[config.mk]
export PLATFORM = sky130hd
export DESIGN_NAME = apb_div
export DESIGN_NICKNAME = d
export VERILOG_FILES = /design/src/hdl/apb_pkg.sv /design/src/hdl/apb_div.sv
export SDC_FILE = /design/constraint.sdc
export NUM_CORES = 2
export LEC_CHECK = 0
export ABC_AREA = 1
export BUFFER_PORTS_ARGS = -buffer_cell sky130_fd_sc_hd__buf_4
export CORE_MARGIN = 3
export CORE_UTILIZATION = 65
export CTS_CLUSTER_SIZE = 8
export DETAILED_ROUTE_END_ITERATION = 16
export PLACE_DENSITY = 0.85
export SYNTH_ARGS = -nofsm -noshare
export SYNTH_HDL_FRONTEND = slang
export SYNTH_SLANG_ARGS = --single-unit
[constraint.sdc]
create_clock -name clock -period 4.4 [get_ports clock]
set_input_delay 0.44 -clock clock [delete_from_list [all_inputs] [get_ports clock]]
set_output_delay 0.44 -clock clock [all_outputs]
set_load 0.05 [all_outputs]
[src/hdl/apb_pkg.sv]
// ----------------------------------------------------------------------------
// Alpha blender package
// Types, constants and codes shared by the blender modules.
// ----------------------------------------------------------------------------
package apb_pkg;

   localparam int LANES   = 4;
   localparam int NUM_W   = 34;
   localparam int DEN_W   = 24;
   localparam int REM_W   = 32;
   localparam int Q_W     = 8;
   localparam int LATENCY = 13;

   localparam logic [15:0] FULL2 = 16'd65025;
   localparam logic [23:0] FULL3 = 24'd16581375;
   localparam logic [7:0]  BYTE_MAX = 8'hff;

   typedef enum logic [3:0] {
      MODE_RGB_N = 4'd0,
      MODE_RGB_P = 4'd1,
      MODE_N_EN  = 4'd2,
      MODE_N_EP  = 4'd3,
      MODE_N_NN  = 4'd4,
      MODE_N_NP  = 4'd5,
      MODE_P_EN  = 4'd6,
      MODE_P_EP  = 4'd7,
      MODE_P_PN  = 4'd8,
      MODE_P_PP  = 4'd9
   } apb_mode_type;

   typedef enum logic [2:0] {
      REG_BLEND_MODE     = 3'd0,
      REG_GLOBAL_ALPHA   = 3'd1,
      REG_USE_MASK       = 3'd2,
      REG_FILL_COLOR     = 3'd3,
      REG_USE_FILL_COLOR = 3'd4
   } apb_reg_type;

   typedef struct packed {
      logic [7:0] dst_red;
      logic [7:0] dst_green;
      logic [7:0] dst_blue;
      logic [7:0] dst_alpha;
      logic [7:0] src_red;
      logic [7:0] src_green;
      logic [7:0] src_blue;
      logic [7:0] src_alpha;
      logic [7:0] mask_value;
   } apb_req_type;

   typedef struct packed {
      logic [7:0] out_red;
      logic [7:0] out_green;
      logic [7:0] out_blue;
      logic [7:0] out_alpha;
   } apb_rsp_type;

   typedef struct packed {
      logic [3:0]  blend_mode;
      logic [7:0]  global_alpha;
      logic        use_mask;
      logic [31:0] fill_color;
      logic        use_fill_color;
   } apb_cfg_type;

   typedef struct packed {
      logic                        valid;
      logic [LANES-1:0][NUM_W-1:0] num;
      logic [LANES-1:0][DEN_W-1:0] den;
   } apb_div_in_type;

   typedef struct packed {
      logic                      valid;
      logic [LANES-1:0][Q_W-1:0] quo;
   } apb_div_out_type;

endpackage

[src/hdl/apb_div.sv]
// ----------------------------------------------------------------------------
// Pipelined rounding divider
// Four lanes of round-to-nearest division saturating at 255: a rounding
// register stage, then one quotient bit per register stage.
// ----------------------------------------------------------------------------
module apb_div (
   input  logic                     clock,
   input  logic                     reset,
   input  apb_pkg::apb_div_in_type  div_in,
   output apb_pkg::apb_div_out_type div_out
);
   import apb_pkg::*;

   logic             vld_ff   [0:Q_W];
   logic [REM_W-1:0] rem_ff   [0:Q_W][LANES];
   logic [DEN_W-1:0] den_ff   [0:Q_W][LANES];
   logic [Q_W-1:0]   quo_ff   [0:Q_W][LANES];
   logic             over_ff  [0:Q_W][LANES];
   logic [NUM_W-1:0] sum_in   [LANES];
   logic             over_in  [LANES];
   logic [REM_W-1:0] trial_in [1:Q_W][LANES];
   logic             ge_in    [1:Q_W][LANES];
   logic [REM_W-1:0] rem_in   [1:Q_W][LANES];
   logic [Q_W-1:0]   quo_in   [1:Q_W][LANES];

   always_comb begin
      for (int l = 0; l < LANES; l++) begin
         sum_in[l]  = div_in.num[l] + NUM_W'(div_in.den[l] >> 1);
         over_in[l] = sum_in[l] >= (NUM_W'(div_in.den[l]) << Q_W);
      end
   end

   always_comb begin
      for (int j = 1; j <= Q_W; j++) begin
         for (int l = 0; l < LANES; l++) begin
            trial_in[j][l] = REM_W'(den_ff[j-1][l]) << (Q_W - j);
            ge_in[j][l]    = rem_ff[j-1][l] >= trial_in[j][l];
            rem_in[j][l]   = ge_in[j][l] ? rem_ff[j-1][l] - trial_in[j][l]
                                         : rem_ff[j-1][l];
            quo_in[j][l]   = quo_ff[j-1][l];
            quo_in[j][l][Q_W-j] = ge_in[j][l];
         end
      end
   end

   always_ff @(posedge clock) begin
      if (reset) begin
         for (int j = 0; j <= Q_W; j++) begin
            vld_ff[j] <= 1'b0;
         end
      end else begin
         vld_ff[0] <= div_in.valid;
         for (int j = 1; j <= Q_W; j++) begin
            vld_ff[j] <= vld_ff[j-1];
         end
      end
      for (int l = 0; l < LANES; l++) begin
         rem_ff[0][l]  <= sum_in[l][REM_W-1:0];
         den_ff[0][l]  <= div_in.den[l];
         quo_ff[0][l]  <= '0;
         over_ff[0][l] <= over_in[l];
      end
      for (int j = 1; j <= Q_W; j++) begin
         for (int l = 0; l < LANES; l++) begin
            rem_ff[j][l]  <= rem_in[j][l];
            den_ff[j][l]  <= den_ff[j-1][l];
            quo_ff[j][l]  <= quo_in[j][l];
            over_ff[j][l] <= over_ff[j-1][l];
         end
      end
   end

   always_comb begin
      div_out.valid = vld_ff[Q_W];
      for (int l = 0; l < LANES; l++) begin
         div_out.quo[l] = over_ff[Q_W][l] ? BYTE_MAX : quo_ff[Q_W][l];
      end
   end

endmodule

==> run_results.csv <==
group,metric,value,unit
status,status,"complete, no violations",
placement,post-dp-hpwl,255000,um
timing,fmaxAchievable,240,MHz
critical_path,rr_worst_depth,9,
global_route,track_usage,0.372,
floorplan,row_count,148,
route,vias_per_cell,5.71,
logic_synthesis,synthFlopType,"dfxtp_1",
global_route,grt_max_degree,47,
logic_synthesis,mappedNetlistNets,16100,
placement,pre_cts_ws,695,ps
critical_path,cp-end-kind,"flop",
route,drc_errors,0,
clocking,clock-sinks,1981,
route,avgRoutedWirePerCell,18.2,um
timing,setup_viol,0,
hold_path,hp-class,"in -> reg",
logic_synthesis,yosys_warnings,0,
cells_and_area,final_util,0.744,
route,vias,102000,
timing,hold_violations,0,
timing,clock-skew-final,63.6,ps
run,maxCapViolations,0,
global_route,grt-busiest-layer,"met2",
floorplan,core-area,0.164,mm2
placement,placed_cell_area,0.112,mm2
timing,drv_slew,0,
global_route,grt_use_met1,0.485,
floorplan,chipWidth,413,um
global_route,antenna_found_initial,19,
logic_synthesis,synthArstFlopShare,0,
route,ant_nets,0,
timing,setup_slack,236,ps
power,vdd_drop_max,637,uV
power,power.density,733,mW/mm2
timing,setup_tns,0,ps
global_route,gr-total-overflow,0,
floorplan,die_y,413,um
clocking,clockBufferDepth,4,
critical_path,cp-start-kind,"primary input",
cells_and_area,syn_to_final_growth,13.1,%
critical_path,crit_type,"in -> reg",
route,initialDrtViolationCount,9738,
critical_path,cp.required,5220,ps
logic_synthesis,avgSynthCellArea,7.21,um2
timing,hold_ws,50.8,ps
placement,io_buffers,267,
cells_and_area,drive_gt1_frac,0.0542,
route,first_pass_iters,6,
timing,worst_slew_pin_slew,1100,ps
power,power.leakage,59.5,nW
global_route,use_met3,0.0625,
clocking,clk_pin_slew,60,ps
logic_synthesis,synth_edf_count,0,
logic_synthesis,ys_seq_elements,1981,
critical_path,worstPathMaxFanout,6,
cells_and_area,nNetsFinal,16800,
logic_synthesis,seq_area_frac_synth,0.369,
logic_synthesis,netlist_area,0.108,mm2
clocking,cts-buffers-inserted,300,
clocking,worstSkewPairLatency,940,ps
clocking,clockRootBuffer,"clkbuf_16",
clocking,cts-htree-levels,5,
critical_path,worstPathArrival,4980,ps
placement,gp_congestion,1.04,
logic_synthesis,ys_types,62,
floorplan,die_area,0.170,mm2
cells_and_area,fin_area,0.122,mm2
hold_path,hold_depth,3,
floorplan,io-pin-count,268,
global_route,grt_use_met2,0.601,
logic_synthesis,syn_inst,14900,
timing,fin_crit_sh,0.946,
timing,relSlewSlack,0.261,
global_route,grt_pass1_vias,98200,
route,wl,325000,um
global_route,grt_pass1_wl,510000,um
floorplan,start_util,0.658,
clocking,tritoncts,"built",
timing,min_period,4160,ps
## through the flow
| step | cells | total power (W) |
|---|---|---|
| floorplan | 14900 | 0.0565 |
| global placement | 17300 | 0.0671 |
| detailed placement | 17300 | 0.0677 |
| CTS | 17800 | 0.0881 |
| global route | 17800 | 0.0952 |
| finish | 17800 | 0.0892 |
## power breakdown
group	switching (W)	internal (W)	total, W
logic	0.0271	0.0151	0.0422
registers	0.00395	0.0233	0.0272
clock network	0.00749	0.0123	0.0198
## routing by layer
layer,vias to the layer above,share of wire
li1,49500,-
met1,46200,0.42
met2,4911,0.44
met3,972,0.092
met4,14,0.050
met5,-,0.00029
## worst paths after layout
check	from	endpoint	slack [ps]
setup / recovery	div_in[140]	over_ff[0][2]	240
hold / removal	div_in[112]	rem_ff[0][112]	50
setup reg to reg	den_ff[0][40]	rem_ff[1][49]	1150
hold reg to reg	over_ff[7][0]	over_ff[8][0]	320
## placed cells by master, fill, tap and decap left out, types with 20 or more instances in the layout
cell type and n:
a31oi_1 35, or2_2 101, o21ai_2 25, nand2_1 3769, o21a_1 51, inv_2 20, dlygate4sd3_1 208, xor2_1 259
nor2_1 1290, nand4_1 201, o21ai_0 855, clkbuf_16 307, a21boi_0 38, ha_1 955, nor4_1 94, a211oi_1 23
nand3_1 771, xnor2_1 318, nor3_1 211, a21oi_1 1062, nand3b_1 112, buf_4 291, o21bai_1 104, o21ai_1 104
fa_1 31, dfxtp_1 1981, a21o_1 77, inv_1 2135
## critical path, stage by stage
cell and delay (ps):
dlygate4sd3_1 560, buf_4 140, ha_1 400, nand2_1 110, inv_1 80, nand2_1 60
nor3_1 250, nand2_1 110, nand3_2 140, nand2_1 130, o21bai_4 200, nand2_1 70
nand2_1 60, dlygate4sd3_1 540, nand2_1 70, ha_1 290, nand2_1 120, nor2_1 60
nand3_1 70, nor2_1 40, nand3_1 70, nor2_1 50, a21oi_1 130, nand2_1 70
nor2_1 90, nand3_1 70, dlygate4sd3_1 550
## final cells by class
cell class,count,area [um2]
multi-input cells,10600,59000
repair buffers,499,4270
fillers,12900,41800
well taps,2175,2720
diodes,10,25.0
clock buffers,322,7800
clock inverters,9,116
inverters,2157,8100
flip-flops and latches,1981,39700
## synth_stat cells, types with 35 or more instances
master	n	area, um2
xor2_1	259	2270
nand2_1	3770	14200
o21a_1	51	383
xnor2_1	318	2790
inv_1	2135	8010
a21boi_0	38	285
nand4_1	201	1260
nand3b_1	112	841
a21oi_1	1064	5330
o21ai_1	103	515
ha_1	956	12000
a31oi_1	35	219
o21bai_1	104	781
nand3_1	773	3870
o21ai_0	856	4280
or2_2	101	632
nor2_1	1292	4850
dfxtp_1	1981	39700
nor3_1	213	1070
a21o_1	77	578
nor4_1	94	588
buf_2	49	245
## registers in the layout, summed over array words and instances, names as in the netlist
signal   cells
quo_ff     144
vld_ff       9
over_ff     36
rem_ff    1024
den_ff     768
## cells by family after synthesis
family | count (synthesis) | synth area share
and+or+nand+nor | 6652 | 0.260
AOI/OAI and AO/OA | 2432 | 0.124
buffers and inverters | 2282 | 0.0833
DFF | 1981 | 0.369
adders and majority gates | 988 | 0.117
xor gates and xnor gates | 577 | 0.0470
## what timing repair did
action / 4_1_cts / 5_1_grt
hold buffers: 208 / 0
setup buffers: 0 / 1
gates resized for setup: 0 / 11
endpoints found under the setup margin: 0 / 3
hold endpoints to repair: 194 / 0
Power figures use the tool's default switching activity.
